File: config.mk
export PLATFORM = sky130hd
export DESIGN_NAME = c_comment_classifier_flat
export DESIGN_NICKNAME = d
export VERILOG_FILES = /design/src/sv/cc_pkg.sv /design/src/sv/cc_in_if.sv /design/src/sv/cc_out_if.sv /design/src/sv/cc_front.sv /design/src/sv/cc_fifo.sv /design/src/sv/cc_back.sv /design/src/sv/c_comment_classifier.sv /design/src/flat_wrapper.sv
export SDC_FILE = /design/constraint.sdc
export NUM_CORES = 1
export LEC_CHECK = 0
export ABC_CLOCK_PERIOD_IN_PS = 8200
export BUFFER_PORTS_ARGS = -buffer_cell sky130_fd_sc_hd__buf_2
export CORE_ASPECT_RATIO = 1.1
export CORE_MARGIN = 3
export CORE_UTILIZATION = 52
export CTS_BUF_LIST = sky130_fd_sc_hd__clkbuf_4
export CTS_CLUSTER_DIAMETER = 30
export CTS_CLUSTER_SIZE = 14
export DETAILED_ROUTE_END_ITERATION = 6
export GPL_TIMING_DRIVEN = 0
export PLACE_DENSITY_LB_ADDON = 0.08
export SYNTH_ARGS = -nofsm -noshare
export SYNTH_HDL_FRONTEND = slang
export SYNTH_SLANG_ARGS = --single-unit
File: constraint.sdc
create_clock -name clk -period 8.2 [get_ports clk]
set_input_delay 1.64 -clock clk [delete_from_list [all_inputs] [get_ports clk]]
set_output_delay 1.64 -clock clk [all_outputs]
set_load 0.005 [all_outputs]
File: src/sv/cc_pkg.sv
`timescale 1ns / 1ps
`default_nettype none
// ----------------------------------------------------------------------------
// cc_pkg: shared types and constants of the comment classifier
// Character codes, comment kinds, scanner states and the result word layout.
// ----------------------------------------------------------------------------
package cc_pkg;

    // Characters the scanner looks for
    localparam logic [7:0] CH_SLASH  = 8'h2F;
    localparam logic [7:0] CH_STAR   = 8'h2A;
    localparam logic [7:0] CH_BANG   = 8'h21;
    localparam logic [7:0] CH_LT     = 8'h3C;
    localparam logic [7:0] CH_NL     = 8'h0A;
    localparam logic [7:0] CH_DQUOTE = 8'h22;
    localparam logic [7:0] CH_SQUOTE = 8'h27;
    localparam logic [7:0] CH_BSLASH = 8'h5C;
    localparam logic [7:0] CH_SPACE  = 8'h20;
    localparam logic [7:0] CH_TAB    = 8'h09;
    localparam logic [7:0] CH_VT     = 8'h0B;
    localparam logic [7:0] CH_FF     = 8'h0C;
    localparam logic [7:0] CH_CR     = 8'h0D;

    // Comment kinds
    localparam logic [2:0] KIND_C_PLAIN   = 3'd0;
    localparam logic [2:0] KIND_JD        = 3'd1;
    localparam logic [2:0] KIND_JD_AFTER  = 3'd2;
    localparam logic [2:0] KIND_QT        = 3'd3;
    localparam logic [2:0] KIND_QT_AFTER  = 3'd4;
    localparam logic [2:0] KIND_CPP_PLAIN = 3'd5;
    localparam logic [2:0] KIND_CPP_BLOCK = 3'd6;

    // Request types
    localparam logic REQ_BYTE = 1'b0;
    localparam logic REQ_EOF  = 1'b1;

    // Words per input item and queue geometry
    localparam int NRES   = 5;
    localparam int CNT_W  = $clog2(NRES + 1);
    localparam int QDEPTH = 4;
    localparam int QAW    = $clog2(QDEPTH);

    // Scanner states
    typedef enum logic [9:0] {
        M_CODE       = 10'b00_0000_0001,
        M_DQ         = 10'b00_0000_0010,
        M_DQ_ESC     = 10'b00_0000_0100,
        M_SQ         = 10'b00_0000_1000,
        M_SQ_ESC     = 10'b00_0001_0000,
        M_SLASH      = 10'b00_0010_0000,
        M_LOOK       = 10'b00_0100_0000,
        M_BLOCK      = 10'b00_1000_0000,
        M_BLOCK_STAR = 10'b01_0000_0000,
        M_LINE       = 10'b10_0000_0000
    } mode_t;

    // One output word
    typedef struct packed {
        logic [7:0] data;
        logic       comment;
        logic       cbegin;
        logic       cend;
        logic [2:0] kind;
    } res_t;

    // All words caused by one input item
    typedef struct packed {
        logic [CNT_W-1:0]     cnt;
        res_t [NRES-1:0]      r;
    } bundle_t;

    // Queue status toward the scanner and the serializer
    typedef struct packed {
        logic full;
        logic empty;
    } fifo_stat_t;

    function automatic logic is_ws(input logic [7:0] c);
        return (c == CH_SPACE) || (c == CH_TAB) || (c == CH_NL) ||
               (c == CH_VT) || (c == CH_FF) || (c == CH_CR);
    endfunction

    function automatic res_t make_res(input logic [7:0] d, input logic com,
                                      input logic beg, input logic fin,
                                      input logic [2:0] k);
        res_t r;
        r.data    = d;
        r.comment = com;
        r.cbegin  = beg;
        r.cend    = fin;
        r.kind    = k;
        return r;
    endfunction

endpackage
`default_nettype wire

File: src/sv/cc_in_if.sv
`timescale 1ns / 1ps
`default_nettype none
// ----------------------------------------------------------------------------
// cc_in_if: source byte channel
// Valid/ready channel carrying one source byte or an end-of-file request.
// ----------------------------------------------------------------------------
interface cc_in_if;
    logic       valid;
    logic       ready;
    logic       req_type;
    logic [7:0] in_byte;

    modport source (output valid, output req_type, output in_byte, input ready);
    modport sink   (input valid, input req_type, input in_byte, output ready);
endinterface
`default_nettype wire

File: src/sv/cc_out_if.sv
`timescale 1ns / 1ps
`default_nettype none
// ----------------------------------------------------------------------------
// cc_out_if: tagged byte channel
// Valid/ready channel carrying one classified byte and its comment tags.
// ----------------------------------------------------------------------------
interface cc_out_if;
    logic       valid;
    logic       ready;
    logic [7:0] out_byte;
    logic       is_comment;
    logic       comment_begin;
    logic       comment_end;
    logic [2:0] comment_kind;
    logic       last_of_run;

    modport source (output valid, output out_byte, output is_comment,
                    output comment_begin, output comment_end,
                    output comment_kind, output last_of_run, input ready);
    modport sink   (input valid, input out_byte, input is_comment,
                    input comment_begin, input comment_end,
                    input comment_kind, input last_of_run, output ready);
endinterface
`default_nettype wire

File: src/sv/cc_front.sv
`timescale 1ns / 1ps
`default_nettype none
// ----------------------------------------------------------------------------
// cc_front: scanner front end
// Takes one byte per cycle unless the queue is full, tracks strings and
// comments, holds comment lookahead and builds each byte's tagged word group.
// ----------------------------------------------------------------------------
module cc_front import cc_pkg::*;
(
    input  wire logic  clk,
    input  wire logic  rst_n,
    cc_in_if.sink      in_ch,
    input  wire logic  q_full,
    output logic       push,
    output bundle_t    push_data
);

    mode_t            mode_reg, mode_next;
    logic [2:0]       cnt_reg, cnt_next;
    logic [2:0]       kind_reg, kind_next;
    logic [7:0]       lb_reg [4];
    logic [7:0]       lb_next [4];

    logic [7:0]       c;
    logic [7:0]       nb [4];
    logic [2:0]       n;
    logic             blk;
    logic             cls_done;
    logic             cls_closed;
    logic [2:0]       cls_kind;
    logic             accept;
    bundle_t          bund;

    assign c           = in_ch.in_byte;
    assign in_ch.ready = !q_full;
    assign accept      = in_ch.valid && in_ch.ready;
    assign push        = accept && (bund.cnt != '0);
    assign push_data   = bund;

    // Lookahead as it stands with the incoming byte added
    always_comb
    begin
        for (int i = 0; i < 4; i++)
        begin
            nb[i] = (cnt_reg[1:0] == 2'(i)) ? c : lb_reg[i];
        end
        n = cnt_reg + 3'd1;
    end

    // Classify the comment from the held opener and lookahead bytes
    always_comb
    begin
        blk        = (nb[0] == CH_STAR);
        cls_done   = 1'b1;
        cls_closed = 1'b0;
        if (blk)
        begin
            cls_kind = KIND_C_PLAIN;
            if (n == 3'd2)
            begin
                cls_done = !((nb[1] == CH_STAR) || (nb[1] == CH_BANG));
            end
            else if (n == 3'd3)
            begin
                if (is_ws(nb[2]))
                begin
                    cls_kind = (nb[1] == CH_STAR) ? KIND_JD : KIND_QT;
                end
                else if (nb[2] == CH_LT)
                begin
                    cls_done = 1'b0;
                end
                else
                begin
                    cls_closed = (nb[1] == CH_STAR) && (nb[2] == CH_SLASH);
                end
            end
            else if (is_ws(nb[3]))
            begin
                cls_kind = (nb[1] == CH_STAR) ? KIND_JD_AFTER : KIND_QT_AFTER;
            end
        end
        else
        begin
            cls_kind = KIND_CPP_PLAIN;
            if (n == 3'd2)
            begin
                cls_done = !((nb[1] == CH_SLASH) || (nb[1] == CH_BANG));
            end
            else if (n == 3'd3)
            begin
                if (nb[1] == CH_SLASH)
                begin
                    if (is_ws(nb[2]))
                    begin
                        cls_kind = KIND_CPP_BLOCK;
                    end
                end
                else if (is_ws(nb[2]))
                begin
                    cls_kind = KIND_QT;
                end
                else
                begin
                    cls_done = (nb[2] != CH_LT);
                end
            end
            else if (is_ws(nb[3]))
            begin
                cls_kind = KIND_QT_AFTER;
            end
        end
    end

    // Next state and the words released by this byte
    always_comb
    begin
        mode_next = mode_reg;
        cnt_next  = cnt_reg;
        kind_next = kind_reg;
        for (int i = 0; i < 4; i++)
        begin
            lb_next[i] = lb_reg[i];
        end
        bund = '0;

        if (in_ch.req_type == REQ_EOF)
        begin
            // Flush held lookahead without an end mark, then reset
            if (mode_reg == M_LOOK)
            begin
                bund.r[0] = make_res(CH_SLASH, 1'b1, 1'b1, 1'b0, kind_reg);
                for (int i = 1; i < 4; i++)
                begin
                    if (3'(i) <= cnt_reg)
                    begin
                        bund.r[i] = make_res(lb_reg[i-1], 1'b1, 1'b0, 1'b0, kind_reg);
                    end
                end
                bund.cnt = cnt_reg + 3'd1;
            end
            mode_next = M_CODE;
            cnt_next  = '0;
            kind_next = KIND_C_PLAIN;
        end
        else
        begin
            case (mode_reg)
                M_DQ, M_SQ:
                begin
                    bund.cnt  = 3'd1;
                    bund.r[0] = make_res(c, 1'b0, 1'b0, 1'b0, KIND_C_PLAIN);
                    if (c == CH_BSLASH)
                    begin
                        mode_next = (mode_reg == M_DQ) ? M_DQ_ESC : M_SQ_ESC;
                    end
                    else if (c == ((mode_reg == M_DQ) ? CH_DQUOTE : CH_SQUOTE))
                    begin
                        mode_next = M_CODE;
                    end
                end
                M_DQ_ESC:
                begin
                    bund.cnt  = 3'd1;
                    bund.r[0] = make_res(c, 1'b0, 1'b0, 1'b0, KIND_C_PLAIN);
                    mode_next = M_DQ;
                end
                M_SQ_ESC:
                begin
                    bund.cnt  = 3'd1;
                    bund.r[0] = make_res(c, 1'b0, 1'b0, 1'b0, KIND_C_PLAIN);
                    mode_next = M_SQ;
                end
                M_SLASH:
                begin
                    if ((c == CH_STAR) || (c == CH_SLASH))
                    begin
                        lb_next[0] = c;
                        cnt_next   = 3'd1;
                        kind_next  = (c == CH_STAR) ? KIND_C_PLAIN : KIND_CPP_PLAIN;
                        mode_next  = M_LOOK;
                    end
                    else
                    begin
                        // Lone slash is code; the byte after it is plain code
                        bund.cnt  = 3'd2;
                        bund.r[0] = make_res(CH_SLASH, 1'b0, 1'b0, 1'b0, KIND_C_PLAIN);
                        bund.r[1] = make_res(c, 1'b0, 1'b0, 1'b0, KIND_C_PLAIN);
                        if (c == CH_DQUOTE)
                        begin
                            mode_next = M_DQ;
                        end
                        else if (c == CH_SQUOTE)
                        begin
                            mode_next = M_SQ;
                        end
                        else
                        begin
                            mode_next = M_CODE;
                        end
                    end
                end
                M_LOOK:
                begin
                    if (!cls_done)
                    begin
                        lb_next[cnt_reg[1:0]] = c;
                        cnt_next              = n;
                    end
                    else
                    begin
                        // Release opener and held bytes as one run
                        kind_next = cls_kind;
                        cnt_next  = '0;
                        bund.r[0] = make_res(CH_SLASH, 1'b1, 1'b1, 1'b0, cls_kind);
                        for (int i = 1; i < 4; i++)
                        begin
                            if (3'(i) <= cnt_reg)
                            begin
                                bund.r[i] = make_res(lb_reg[i-1], 1'b1, 1'b0, 1'b0,
                                                     cls_kind);
                            end
                        end
                        if (blk && (c == CH_STAR))
                        begin
                            // Hold the trailing star as pending
                            bund.cnt  = n;
                            mode_next = M_BLOCK_STAR;
                        end
                        else
                        begin
                            bund.cnt = cnt_reg + 3'd2;
                            if (blk && cls_closed)
                            begin
                                bund.r[n] = make_res(c, 1'b1, 1'b0, 1'b1, cls_kind);
                                mode_next = M_CODE;
                            end
                            else if (!blk && (c == CH_NL))
                            begin
                                bund.r[n] = make_res(c, 1'b0, 1'b0, 1'b1, cls_kind);
                                mode_next = M_CODE;
                            end
                            else
                            begin
                                bund.r[n] = make_res(c, 1'b1, 1'b0, 1'b0, cls_kind);
                                mode_next = blk ? M_BLOCK : M_LINE;
                            end
                        end
                    end
                end
                M_BLOCK:
                begin
                    if (c == CH_STAR)
                    begin
                        mode_next = M_BLOCK_STAR;
                    end
                    else
                    begin
                        bund.cnt  = 3'd1;
                        bund.r[0] = make_res(c, 1'b1, 1'b0, 1'b0, kind_reg);
                    end
                end
                M_BLOCK_STAR:
                begin
                    bund.r[0] = make_res(CH_STAR, 1'b1, 1'b0, 1'b0, kind_reg);
                    if (c == CH_SLASH)
                    begin
                        bund.cnt  = 3'd2;
                        bund.r[1] = make_res(c, 1'b1, 1'b0, 1'b1, kind_reg);
                        mode_next = M_CODE;
                    end
                    else if (c != CH_STAR)
                    begin
                        bund.cnt  = 3'd2;
                        bund.r[1] = make_res(c, 1'b1, 1'b0, 1'b0, kind_reg);
                        mode_next = M_BLOCK;
                    end
                    else
                    begin
                        bund.cnt = 3'd1;
                    end
                end
                M_LINE:
                begin
                    bund.cnt = 3'd1;
                    if (c == CH_NL)
                    begin
                        bund.r[0] = make_res(c, 1'b0, 1'b0, 1'b1, kind_reg);
                        mode_next = M_CODE;
                    end
                    else
                    begin
                        bund.r[0] = make_res(c, 1'b1, 1'b0, 1'b0, kind_reg);
                    end
                end
                default:
                begin
                    // Plain code
                    mode_next = M_CODE;
                    if (c == CH_SLASH)
                    begin
                        mode_next = M_SLASH;
                    end
                    else
                    begin
                        bund.cnt  = 3'd1;
                        bund.r[0] = make_res(c, 1'b0, 1'b0, 1'b0, KIND_C_PLAIN);
                        if (c == CH_DQUOTE)
                        begin
                            mode_next = M_DQ;
                        end
                        else if (c == CH_SQUOTE)
                        begin
                            mode_next = M_SQ;
                        end
                    end
                end
            endcase
        end
    end

    // Advance scanner state on each accepted input item
    always_ff @(posedge clk or negedge rst_n)
    begin
        if (!rst_n)
        begin
            mode_reg <= M_CODE;
            cnt_reg  <= '0;
            kind_reg <= KIND_C_PLAIN;
        end
        else if (accept)
        begin
            mode_reg <= mode_next;
            cnt_reg  <= cnt_next;
            kind_reg <= kind_next;
        end
    end

    // Hold lookahead bytes
    always_ff @(posedge clk)
    begin
        if (accept)
        begin
            for (int i = 0; i < 4; i++)
            begin
                lb_reg[i] <= lb_next[i];
            end
        end
    end

endmodule
`default_nettype wire

File: src/sv/cc_fifo.sv
`timescale 1ns / 1ps
`default_nettype none
// ----------------------------------------------------------------------------
// cc_fifo: word group queue
// Short queue of word groups between the scanner and the serializer.
// ----------------------------------------------------------------------------
module cc_fifo import cc_pkg::*;
(
    input  wire logic    clk,
    input  wire logic    rst_n,
    input  wire logic    push,
    input  wire bundle_t push_data,
    input  wire logic    pop,
    output bundle_t      pop_data,
    output fifo_stat_t   stat
);

    bundle_t           mem_reg [QDEPTH];
    logic [QAW-1:0]    wr_reg;
    logic [QAW-1:0]    rd_reg;
    logic [QAW:0]      count_reg;
    logic [QAW:0]      count_next;

    assign stat.full  = (count_reg == (QAW+1)'(QDEPTH));
    assign stat.empty = (count_reg == '0);
    assign pop_data   = mem_reg[rd_reg];

    always_comb
    begin
        count_next = count_reg;
        if (push && !pop)
        begin
            count_next = count_reg + 1'b1;
        end
        else if (pop && !push)
        begin
            count_next = count_reg - 1'b1;
        end
    end

    // Advance pointers and fill count
    always_ff @(posedge clk or negedge rst_n)
    begin
        if (!rst_n)
        begin
            wr_reg    <= '0;
            rd_reg    <= '0;
            count_reg <= '0;
        end
        else
        begin
            if (push)
            begin
                wr_reg <= wr_reg + 1'b1;
            end
            if (pop)
            begin
                rd_reg <= rd_reg + 1'b1;
            end
            count_reg <= count_next;
        end
    end

    // Store groups
    always_ff @(posedge clk)
    begin
        if (push)
        begin
            mem_reg[wr_reg] <= push_data;
        end
    end

endmodule
`default_nettype wire

File: src/sv/cc_back.sv
`timescale 1ns / 1ps
`default_nettype none
// ----------------------------------------------------------------------------
// cc_back: word serializer
// Pops one word group at a time and sends its words out one per cycle while
// out_ch is ready, marking the last word of each group.
// ----------------------------------------------------------------------------
module cc_back import cc_pkg::*;
(
    input  wire logic       clk,
    input  wire logic       rst_n,
    input  wire fifo_stat_t stat,
    input  wire bundle_t    pop_data,
    output logic            pop,
    cc_out_if.source        out_ch
);

    bundle_t           cur_reg;
    logic              have_reg;
    logic [CNT_W-1:0]  idx_reg;
    logic              fire;
    logic              last;
    res_t              res;

    assign res  = cur_reg.r[idx_reg];
    assign last = (idx_reg == (cur_reg.cnt - 1'b1));
    assign fire = out_ch.valid && out_ch.ready;
    assign pop  = !stat.empty && (!have_reg || (fire && last));

    assign out_ch.valid         = have_reg;
    assign out_ch.out_byte      = res.data;
    assign out_ch.is_comment    = res.comment;
    assign out_ch.comment_begin = res.cbegin;
    assign out_ch.comment_end   = res.cend;
    assign out_ch.comment_kind  = res.kind;
    assign out_ch.last_of_run   = last;

    // Track which group is in flight and which word of it goes out
    always_ff @(posedge clk or negedge rst_n)
    begin
        if (!rst_n)
        begin
            have_reg <= 1'b0;
            idx_reg  <= '0;
        end
        else if (pop)
        begin
            have_reg <= 1'b1;
            idx_reg  <= '0;
        end
        else if (fire)
        begin
            if (last)
            begin
                have_reg <= 1'b0;
                idx_reg  <= '0;
            end
            else
            begin
                idx_reg <= idx_reg + 1'b1;
            end
        end
    end

    // Load the next group
    always_ff @(posedge clk)
    begin
        if (pop)
        begin
            cur_reg <= pop_data;
        end
    end

endmodule
`default_nettype wire

File: src/sv/c_comment_classifier.sv
// Path: a byte's group is written into the queue, then loaded into the serializer's group register.
// Throughput: one source byte per cycle in, one tagged word per cycle out while the
// receiver is ready; a byte's words leave one after another, and the 4-group queue
// between scanner and serializer sets how far input runs ahead before it stalls.
// Reset: rst_n clears scanner state, queue and serializer at once; no clearing pass.
`timescale 1ns / 1ps
`default_nettype none
// ----------------------------------------------------------------------------
// c_comment_classifier: streaming C/C++ comment classifier
// Tags every source byte as code or comment and classifies each comment.
// ----------------------------------------------------------------------------
module c_comment_classifier import cc_pkg::*;
(
    input  wire logic  clk,
    input  wire logic  rst_n,
    cc_in_if.sink      in_ch,
    cc_out_if.source   out_ch
);

    logic        push;
    bundle_t     push_data;
    logic        pop;
    bundle_t     pop_data;
    fifo_stat_t  stat;

    // Scan and classify
    cc_front u_front (
        .clk       (clk),
        .rst_n     (rst_n),
        .in_ch     (in_ch),
        .q_full    (stat.full),
        .push      (push),
        .push_data (push_data)
    );

    // Decouple scanner from output
    cc_fifo u_fifo (
        .clk       (clk),
        .rst_n     (rst_n),
        .push      (push),
        .push_data (push_data),
        .pop       (pop),
        .pop_data  (pop_data),
        .stat      (stat)
    );

    // Serialize words
    cc_back u_back (
        .clk      (clk),
        .rst_n    (rst_n),
        .stat     (stat),
        .pop_data (pop_data),
        .pop      (pop),
        .out_ch   (out_ch)
    );

endmodule
`default_nettype wire
File: src/flat_wrapper.sv
// flat-port wrapper written by rule: the top's interface ports become plain ports
module c_comment_classifier_flat import cc_pkg::*;
  (clk, rst_n, in_ch_valid, in_ch_req_type, in_ch_in_byte, in_ch_ready, out_ch_valid, out_ch_out_byte, out_ch_is_comment, out_ch_comment_begin, out_ch_comment_end, out_ch_comment_kind, out_ch_last_of_run, out_ch_ready);
  cc_in_if in_ch_i ();
  cc_out_if out_ch_i ();
  input  wire logic clk;
  input  wire logic rst_n;
  input wire logic [$bits(in_ch_i.valid)-1:0] in_ch_valid;
  input wire logic [$bits(in_ch_i.req_type)-1:0] in_ch_req_type;
  input wire logic [$bits(in_ch_i.in_byte)-1:0] in_ch_in_byte;
  output wire logic [$bits(in_ch_i.ready)-1:0] in_ch_ready;
  output wire logic [$bits(out_ch_i.valid)-1:0] out_ch_valid;
  output wire logic [$bits(out_ch_i.out_byte)-1:0] out_ch_out_byte;
  output wire logic [$bits(out_ch_i.is_comment)-1:0] out_ch_is_comment;
  output wire logic [$bits(out_ch_i.comment_begin)-1:0] out_ch_comment_begin;
  output wire logic [$bits(out_ch_i.comment_end)-1:0] out_ch_comment_end;
  output wire logic [$bits(out_ch_i.comment_kind)-1:0] out_ch_comment_kind;
  output wire logic [$bits(out_ch_i.last_of_run)-1:0] out_ch_last_of_run;
  input wire logic [$bits(out_ch_i.ready)-1:0] out_ch_ready;
  assign in_ch_i.valid = in_ch_valid;
  assign in_ch_i.req_type = in_ch_req_type;
  assign in_ch_i.in_byte = in_ch_in_byte;
  assign in_ch_ready = in_ch_i.ready;
  assign out_ch_valid = out_ch_i.valid;
  assign out_ch_out_byte = out_ch_i.out_byte;
  assign out_ch_is_comment = out_ch_i.is_comment;
  assign out_ch_comment_begin = out_ch_i.comment_begin;
  assign out_ch_comment_end = out_ch_i.comment_end;
  assign out_ch_comment_kind = out_ch_i.comment_kind;
  assign out_ch_last_of_run = out_ch_i.last_of_run;
  assign out_ch_i.ready = out_ch_ready;
  c_comment_classifier u_core (.clk(clk), .rst_n(rst_n), .in_ch(in_ch_i), .out_ch(out_ch_i));
endmodule
==> out/summary.log, run 1 <==
qor: synthesis.synth_edf_count 377
qor: layout.layout.core_utilization 0.595
qor: synthesis.synth_seq_cells 404
qor: power_and_ir_drop.power_per_cell_area 287 mW/mm^2
qor: timing.fin_worst_skew 0.0651 ns
qor: run_status.outcome finished, final reports clean
qor: global_routing.grt_start_max_net_pins 51
qor: global_routing.grt_remaining_overflow 0
qor: drt.detailedRoute.firstIterationViolations 977
qor: timing.timing.final.setup_violations 0
qor: clock_tree.hold_buffers 0
qor: drt.drt_first_pass_iters 5
qor: worst_hold_path.holdCritPathClass reg -> reg
qor: critical_path.critical_path.reg2reg.endpoint u_core.u_fifo.mem_reg[1][35]
qor: die.die_height 198 um
qor: synthesis.synth_area_leaders sky130_fd_sc_hd__edfxtp_1, sky130_fd_sc_hd__mux4_2, sky130_fd_sc_hd__dfrtp_1
qor: layout.synthToLayoutAreaGrowth 11.6%
qor: timing.fmax 0.200 GHz
qor: job.max_cap_violations 0
qor: worst_hold_path.worst_hold_depth 1
qor: synthesis.ys_seq_area_frac 0.690
qor: die.pin_count 30
qor: power_and_ir_drop.p_switching 0.00166 W
qor: critical_path.critPathKind reg -> out
qor: drt.route.vias.total 10100
qor: timing.timing.final.crit_period 5.00 ns
qor: clock_tree.cts_tree yes
qor: power_and_ir_drop.p_sw_frac 0.299
qor: clock_tree.cts.htree.levels 3
qor: worst_hold_path.min_delay_worst_endpoint u_core.u_fifo.count_reg[2]
qor: synthesis.syn-mean-instance-area 16.2 sq um
qor: die.initial_utilization 0.533
qor: layout.nFillCells 2587
qor: drt.routedWlPerCell 24.6 um
qor: global_routing.grt_first_pass_wirelength 62400 um
qor: critical_path.worst-endpoint-arrival 3.36 ns
qor: drt.drc 0
qor: timing.hold_viol_final 0
qor: layout.final_layout_size_suffix_gt1_frac 0.223
qor: timing.period_share 0.610
qor: power_and_ir_drop.power.share.combinational 0.244
qor: power_and_ir_drop.total_power 0.00557 W
qor: clock_tree.tritoncts_buffer_count 74
qor: critical_path.crit_required 6.56 ns
qor: drt.viasPerCell 6.02
qor: clock_tree.cts_root_buffer sky130_fd_sc_hd__clkbuf_4
qor: layout.finish.net_count 1215
qor: critical_path.worstRegToRegCells 12
qor: clock_tree.cts-root-to-sink-buffers 3
qor: synthesis.synth_async_sr_flop_share 0.0668
qor: drt.routed_wl 41300 um
qor: critical_path.crit_path_max_fanout 10
qor: global_routing.grt_antenna_before_repair 1
qor: power_and_ir_drop.p_int 0.00391 W
qor: clock_tree.cts_repair_resize_count 0
qor: timing.maxSlewHeadroom 0.208
qor: timing.tightestPinTransition 1.18 ns
qor: die.fp-row-count 69
qor: global_routing.number_of_global_route_vias_before_repair 10100
qor: synthesis.netlist_top_cells_count sky130_fd_sc_hd__edfxtp_1, sky130_fd_sc_hd__mux4_2, sky130_fd_sc_hd__nand2_1
qor: synthesis.synth.cell_area 0.0174 sq mm
qor: clock_tree.tritoncts_num_sinks 404
qor: critical_path.reg2reg_from u_core.u_front.cnt_reg[1]
qor: die.die_area 0.0357 sq mm
qor: worst_hold_path.min-delay-start u_core.u_fifo.count_reg[2]
qor: synthesis.yosysWarningCount 0
qor: clock_tree.post_cts_buffers 0
qor: placement.globalplace.congestion 0.902
qor: critical_path.worst_setup_path_end_kind output port
qor: die.floorplan.die.width 180 um
qor: synthesis.post-synth-top-area-fraction 0.651
qor: synthesis.syn-instance-count 1075
qor: timing.timing.final.max_slew_violations 0
qor: drt.route.antenna.remaining_nets 0
qor: synthesis.synth_most_common_cell sky130_fd_sc_hd__edfxtp_1
qor: synthesis.yosys_most_used_dff sky130_fd_sc_hd__edfxtp_1
qor: synthesis.mappedNetlistNets 1103
qor: global_routing.groute.usage.overall 0.234
qor: synthesis.synth_largest_area_cell sky130_fd_sc_hd__edfxtp_1
qor: synthesis.synth.lib_cells_used.distinct 75
qor: timing.setup_tns 0 ns
qor: timing.setup_repair_after_global_routing_missed_its_margin false
qor: die.placeableCoreArea 0.0326 sq mm
qor: placement.placement.io_buffers 28
qor: layout.largest_register_ff_count 276
qor: power_and_ir_drop.power.sequential.fraction 0.476
qor: power_and_ir_drop.static_leak 6.61 nW
qor: power_and_ir_drop.ir_drop 0.000142 V
qor: power_and_ir_drop.clkPwrFrac 0.281
qor: clock_tree.insertion_delay 0.74 ns
qor: placement.dp.final_hpwl 28100 um
qor: critical_path.worst_setup_path_start_kind flop
qor: clock_tree.clkTransAtPathRegs 0.09 ns
qor: critical_path.setup.reg_to_reg.worst_slack 3.60 ns
## area by class of cell
type / instances / area (sq um) / share of cell area
timing repair buffer: 36 / 318 / 0.0164
tap: 426 / 533 / 0.0275
sequential: 404 / 12000 / 0.618
inverter: 18 / 67.6 / 0.00348
buffer: 65 / 268 / 0.0138
clock buffer: 82 / 616 / 0.0317
antenna: 4 / 10.0 / 0.000516
clock inverter: 53 / 502 / 0.0259
multi-input combinational: 588 / 5100 / 0.263
## power by group through the flow
stage | registers [W] | clock network (W) | logic [W]
4_1_cts | 0.00265 | 0.00161 | 0.00140
5_1_grt | 0.00267 | 0.00171 | 0.00148
3_5_place_dp | 0.00270 | 0 | 0.00140
3_3_place_gp | 0.00273 | 0 | 0.00133
2_1_floorplan | 0.00269 | 0 | 0.000902
6_report | 0.00265 | 0.00156 | 0.00136
## worst max-delay path by stage
stage / cells past startpoint / from / to / slack, ns
after global placement: 8 / out_ch_ready / u_core.u_fifo.count_reg[1] / -0.94
after detailed placement: 12 / in_ch_in_byte[7] / u_core.u_fifo.mem_reg[1][36] / 2.52
after global routing: 6 / u_core.u_back.idx_reg[0] / out_ch_out_byte[4] / 2.98
final: 6 / u_core.u_back.idx_reg[0] / out_ch_out_byte[5] / 3.20
after floorplan: 7 / out_ch_ready / u_core.u_fifo.count_reg[1] / 1.60
after CTS: 6 / u_core.u_back.idx_reg[0] / out_ch_out_byte[4] / 3.07
## metal layers
metal | track usage | share of wire | vias to the layer above
li1 | - | - | 4548
met1 | 0.324 | 0.43 | 5057
met2 | 0.380 | 0.48 | 401
met3 | 0.0467 | 0.066 | 76
met4 | 0.0771 | 0.026 | 0
met5 | 0 | 0 | -
## critical path, cell delays in order, from the launching register on
cell	delay (ns)
sky130_fd_sc_hd__dfrtp_1	0.36
sky130_fd_sc_hd__clkbuf_1	0.23
sky130_fd_sc_hd__clkbuf_1	0.71
sky130_fd_sc_hd__buf_1	0.69
sky130_fd_sc_hd__mux2i_1	0.35
sky130_fd_sc_hd__o22ai_1	0.14
sky130_fd_sc_hd__buf_2	0.18
## layout by cell type (no fill, tap or decap), types with 19 or more instances in the layout
| master | instances |
|---|---|
| sky130_fd_sc_hd__clkbuf_1 | 46 |
| sky130_fd_sc_hd__a22o_1 | 25 |
| sky130_fd_sc_hd__o21ai_0 | 25 |
| sky130_fd_sc_hd__mux4_2 | 69 |
| sky130_fd_sc_hd__a21oi_1 | 39 |
| sky130_fd_sc_hd__and2_1 | 22 |
| sky130_fd_sc_hd__o22ai_1 | 19 |
| sky130_fd_sc_hd__clkbuf_4 | 82 |
| sky130_fd_sc_hd__edfxtp_1 | 377 |
| sky130_fd_sc_hd__buf_2 | 32 |
| sky130_fd_sc_hd__nor2_1 | 51 |
| sky130_fd_sc_hd__mux2i_1 | 33 |
| sky130_fd_sc_hd__nor3_1 | 24 |
| sky130_fd_sc_hd__nand2_1 | 65 |
| sky130_fd_sc_hd__dfrtp_1 | 26 |
## cell families (layout without fill, tap and decap cells)
family / Yosys count / after routing / synth area share
simple gates: 265 / 265 / 0.0838
buf+inv: 83 / 254 / 0.0193
xor+xnor: 16 / 16 / 0.00805
flops: 404 / 404 / 0.690
fa+ha+maj: 15 / 15 / 0.0112
mux: 117 / 117 / 0.118
compound gates: 175 / 175 / 0.0695
other cells: 0 / 4 / 0
## stage by stage
step | setup WS, ns | cell area, sq um | hold WS, ns | cells
after floorplan | 1.60 | 17400 | 0.464 | 1075
after global placement | -0.942 | 18100 | 0.489 | 1529
after detailed placement | 2.52 | 18300 | 0.491 | 1537
after CTS | 3.07 | 19400 | 0.507 | 1672
after global routing | 2.98 | 19400 | 0.538 | 1674
final | 3.20 | 19400 | 0.505 | 1676
No activity file was read; power rests on OpenSTA's default activity.
==> run 2: changes to the inputs <==
--- a/config.mk
+++ b/config.mk
@@ -5,7 +5,8 @@
 export SDC_FILE = /design/constraint.sdc
 export NUM_CORES = 1
 export LEC_CHECK = 0
-export ABC_CLOCK_PERIOD_IN_PS = 8200
+export ABC_AREA = 1
+export ABC_CLOCK_PERIOD_IN_PS = 5020
 export BUFFER_PORTS_ARGS = -buffer_cell sky130_fd_sc_hd__buf_2
 export CORE_ASPECT_RATIO = 1.1
 export CORE_MARGIN = 3
==> constraint.sdc (replaced) <==
create_clock -name clk -period 5.02 [get_ports clk]
set_input_delay 1.004 -clock clk [delete_from_list [all_inputs] [get_ports clk]]
set_output_delay 1.004 -clock clk [all_outputs]
set_load 0.005 [all_outputs]
==> out/summary.log, run 2 <==
qor: die.die_height 203 um [+2.4%]
qor: critical_path.setup.reg_to_reg.worst_slack 0.51 ns [-3.09 ns]
qor: worst_hold_path.holdCritPathClass in -> async
qor: timing.fin_worst_skew 0.0559 ns [-0.00927 ns]
qor: drt.drt_first_pass_iters 5 [unchanged]
qor: power_and_ir_drop.ir_drop 0.000257 V [+81%]
qor: layout.synthToLayoutAreaGrowth 12.7%
qor: global_routing.number_of_global_route_vias_before_repair 13000 [+30%]
qor: synthesis.yosysWarningCount 0 [unchanged]
qor: drt.route.antenna.remaining_nets 0 [unchanged]
qor: timing.timing.final.max_slew_violations 0 [unchanged]
qor: critical_path.worst_setup_path_start_kind flop
qor: synthesis.netlist_top_cells_count sky130_fd_sc_hd__edfxtp_1, sky130_fd_sc_hd__nand2_1, sky130_fd_sc_hd__nor2_1
qor: global_routing.grt_start_max_net_pins 52 [+2.0%]
qor: drt.routedWlPerCell 22.9 um [-7.2%]
qor: layout.regArea 0.0120 sq mm [unchanged]
qor: die.die_area 0.0374 sq mm [+4.8%]
qor: global_routing.grt_first_pass_wirelength 79100 um [+27%]
qor: global_routing.grt_antenna_before_repair 2 [+1]
qor: power_and_ir_drop.static_leak 7.48 nW [+13%]
qor: global_routing.grt_remaining_overflow 0 [unchanged]
qor: synthesis.synth_largest_area_cell sky130_fd_sc_hd__edfxtp_1
qor: clock_tree.cts_root_buffer sky130_fd_sc_hd__clkbuf_4
qor: run_status.outcome finished, final reports clean
qor: synthesis.synth_most_common_cell sky130_fd_sc_hd__edfxtp_1
qor: synthesis.yosys_most_used_dff sky130_fd_sc_hd__edfxtp_1
qor: placement.globalplace.congestion 0.927 [+2.8%]
qor: synthesis.syn-mean-instance-area 10.8 sq um [-33%]
qor: timing.final_critical_path_setup_slack 0.509 ns [-2.69 ns]
qor: die.pin_count 30 [unchanged]
qor: clock_tree.clkTransAtPathRegs 0.08 ns [about the same]
qor: drt.viasPerCell 5.85 [-2.7%]
qor: synthesis.synth_edf_count 377 [unchanged]
qor: critical_path.critPathKind reg -> reg
qor: timing.hold_viol_final 0 [unchanged]
qor: synthesis.ys_seq_area_frac 0.657 [-0.0325]
qor: die.floorplan.die.width 185 um [+2.4%]
qor: layout.stdcell_count 2318 [+38%]
qor: timing.period_share 0.899
qor: timing.timing.final.setup_violations 0 [unchanged]
qor: synthesis.mappedNetlistNets 1724 [+56%]
qor: die.placeableCoreArea 0.0344 sq mm [+5.3%]
qor: job.max_cap_violations 0 [unchanged]
qor: critical_path.critical_path.reg2reg.endpoint u_core.u_fifo.mem_reg[3][44]
qor: layout.mostFrequentLayoutCells sky130_fd_sc_hd__edfxtp_1, sky130_fd_sc_hd__nand2_1, sky130_fd_sc_hd__nor2_1
qor: power_and_ir_drop.total_power 0.0100 W [+80%]
qor: critical_path.worst_setup_path_end_kind flop
qor: critical_path.crit_required 5.46 ns [-1.10 ns]
qor: critical_path.reg2reg_from u_core.u_front.cnt_reg[0]
qor: drt.routed_wl 53000 um [+28%]
qor: synthesis.synth.lib_cells_used.distinct 52 [-31%]
qor: synthesis.synth_seq_cells 404 [unchanged]
qor: synthesis.syn-instance-count 1696 [+58%]
qor: timing.setup_tns 0 ns [unchanged]
qor: critical_path.crit_path_max_fanout 25 [+15]
qor: layout.final_common_cell sky130_fd_sc_hd__edfxtp_1
qor: power_and_ir_drop.power_per_cell_area 489 mW/mm^2 [+70%]
qor: placement.dpl.cell_count 2173 [+41%]
qor: global_routing.groute.usage.overall 0.285 [+0.0513]
qor: synthesis.synth.cell_area 0.0183 sq mm [+4.9%]
qor: layout.finish.net_count 1843 [+52%]
qor: critical_path.worst-endpoint-arrival 4.95 ns [+1.59 ns]
qor: layout.largest_register_ff_count 276 [unchanged]
qor: synthesis.post-synth-top-area-fraction 0.620 [-0.0307]
qor: clock_tree.cts.htree.levels 3 [unchanged]
qor: clock_tree.post_cts_buffers 0 [unchanged]
qor: timing.fmax 0.222 GHz
qor: placement.dp.final_hpwl 37400 um [+33%]
qor: synthesis.synth_async_sr_flop_share 0.0668 [unchanged]
qor: timing.setup_repair_after_global_routing_missed_its_margin false
qor: clock_tree.cts_repair_resize_count 0 [unchanged]
qor: synthesis.synth_area_leaders sky130_fd_sc_hd__edfxtp_1, sky130_fd_sc_hd__nand2_1, sky130_fd_sc_hd__o21ai_0
qor: placement.placement.io_buffers 29 [+3.6%]
qor: timing.tightestPinTransition 1.14 ns [-0.0352 ns]
qor: layout.multiInputGateArea 0.00545 sq mm [+6.9%]
qor: die.initial_utilization 0.531 [-0.00203]
qor: critical_path.worstRegToRegCells 18 [+6]
qor: layout.final_layout_size_suffix_gt1_frac 0.140 [-0.0831]
qor: drt.route.vias.total 13600 [+35%]
qor: drt.drc 0 [unchanged]
qor: placement.place_ws 0.316 ns [-2.21 ns]
qor: clock_tree.cts_tree yes
qor: layout.nFillCells 2907 [+12%]
qor: clock_tree.tritoncts_buffer_count 78 [+5.4%]
qor: clock_tree.hold_buffers 0 [unchanged]
qor: timing.maxSlewHeadroom 0.232 [+0.0237]
qor: clock_tree.insertion_delay 0.79 ns [+0.05 ns]
qor: clock_tree.tritoncts_num_sinks 404 [unchanged]
qor: layout.layout.core_utilization 0.598 [+0.00351]
qor: timing.timing.final.crit_period 4.51 ns
qor: die.fp-row-count 71 [+2.9%]
qor: drt.detailedRoute.firstIterationViolations 1133 [+16%]
qor: clock_tree.cts-root-to-sink-buffers 3 [unchanged]
==> run 2: logic make-up (layout without fill, tap and decap cells) <==
kind of cell	after synthesis	count (layout)	synth area share
AO/OA/AOI/OAI	401	401	0.124
XOR/XNOR	8	8	0.00425
adder cells (fa/ha/maj)	15	15	0.0107
buffers and inverters	200	383	0.0459
flip-flops	404	404	0.657
multiplexers	4	4	0.00247
other	0	1	0
AND/OR/NAND/NOR	664	664	0.155
==> run 2: report_power, final <==
| group | internal (W) | switching (W) |
|---|---|---|
| sequential | 0.00420 | 0.000169 |
| clock | 0.00165 | 0.00139 |
| combinational | 0.000783 | 0.00186 |
| total | 0.00663 | 0.00342 |
==> run 2: area by class of cell <==
cell class / instances / share of cell area
Buffer: 84 / 0.0191
Antenna cell: 1 / 0.000122
Timing Repair Buffer: 39 / 0.0175
Sequential cell: 404 / 0.583
Clock buffer: 88 / 0.0321
Inverter: 116 / 0.0218
Tap cell: 438 / 0.0266
Multi-Input combinational cell: 1092 / 0.265
Clock inverter: 56 / 0.0343
==> run 2: worst max-delay path by stage <==
stage | from | endpoint | cells after the start
after floorplan | in_ch_in_byte[0] | u_core.u_fifo.mem_reg[0][0] | 15
after global placement | in_ch_in_byte[1] | u_core.u_fifo.mem_reg[3][50] | 18
after detailed placement | in_ch_in_byte[7] | u_core.u_fifo.mem_reg[3][50] | 18
after CTS | u_core.u_front.cnt_reg[0] | u_core.u_fifo.mem_reg[3][33] | 18
after global routing | u_core.u_front.cnt_reg[0] | u_core.u_fifo.mem_reg[3][20] | 18
final | u_core.u_front.cnt_reg[0] | u_core.u_fifo.mem_reg[3][44] | 18
==> run 2: critical path, cell delays in order, from the launching register on <==
cell	delay, ns
sky130_fd_sc_hd__dfrtp_1	0.62
sky130_fd_sc_hd__clkinv_1	0.41
sky130_fd_sc_hd__ha_1	0.39
sky130_fd_sc_hd__buf_4	0.20
sky130_fd_sc_hd__o21ai_2	0.24
sky130_fd_sc_hd__nor2_2	0.07
sky130_fd_sc_hd__nand2_1	0.08
sky130_fd_sc_hd__nor2_2	0.05
sky130_fd_sc_hd__nand2_1	0.05
sky130_fd_sc_hd__nand3_1	0.07
sky130_fd_sc_hd__nand2_1	0.11
sky130_fd_sc_hd__nand3_1	0.11
sky130_fd_sc_hd__nand2_1	0.10
sky130_fd_sc_hd__nand2_1	0.06
sky130_fd_sc_hd__nand2_2	0.21
sky130_fd_sc_hd__o21bai_4	0.18
sky130_fd_sc_hd__nor2_4	0.67
sky130_fd_sc_hd__buf_12	0.29
sky130_fd_sc_hd__buf_12	0.22
==> run 2: per-layer routing <==
metal / global-route usage / wire length (um)
met5: 0 / 0
met4: 0.119 / 1910
met3: 0.0441 / 4040
met2: 0.465 / 25600
met1: 0.385 / 21400
==> run 2: through the flow <==
stage | hold WS (ns) | instance area, sq um
final | 0.287 | 20600
after global routing | 0.265 | 20600
after CTS | 0.241 | 20600
after global placement | 0.475 | 19000
after detailed placement | 0.479 | 19200
after floorplan | 0.460 | 18300
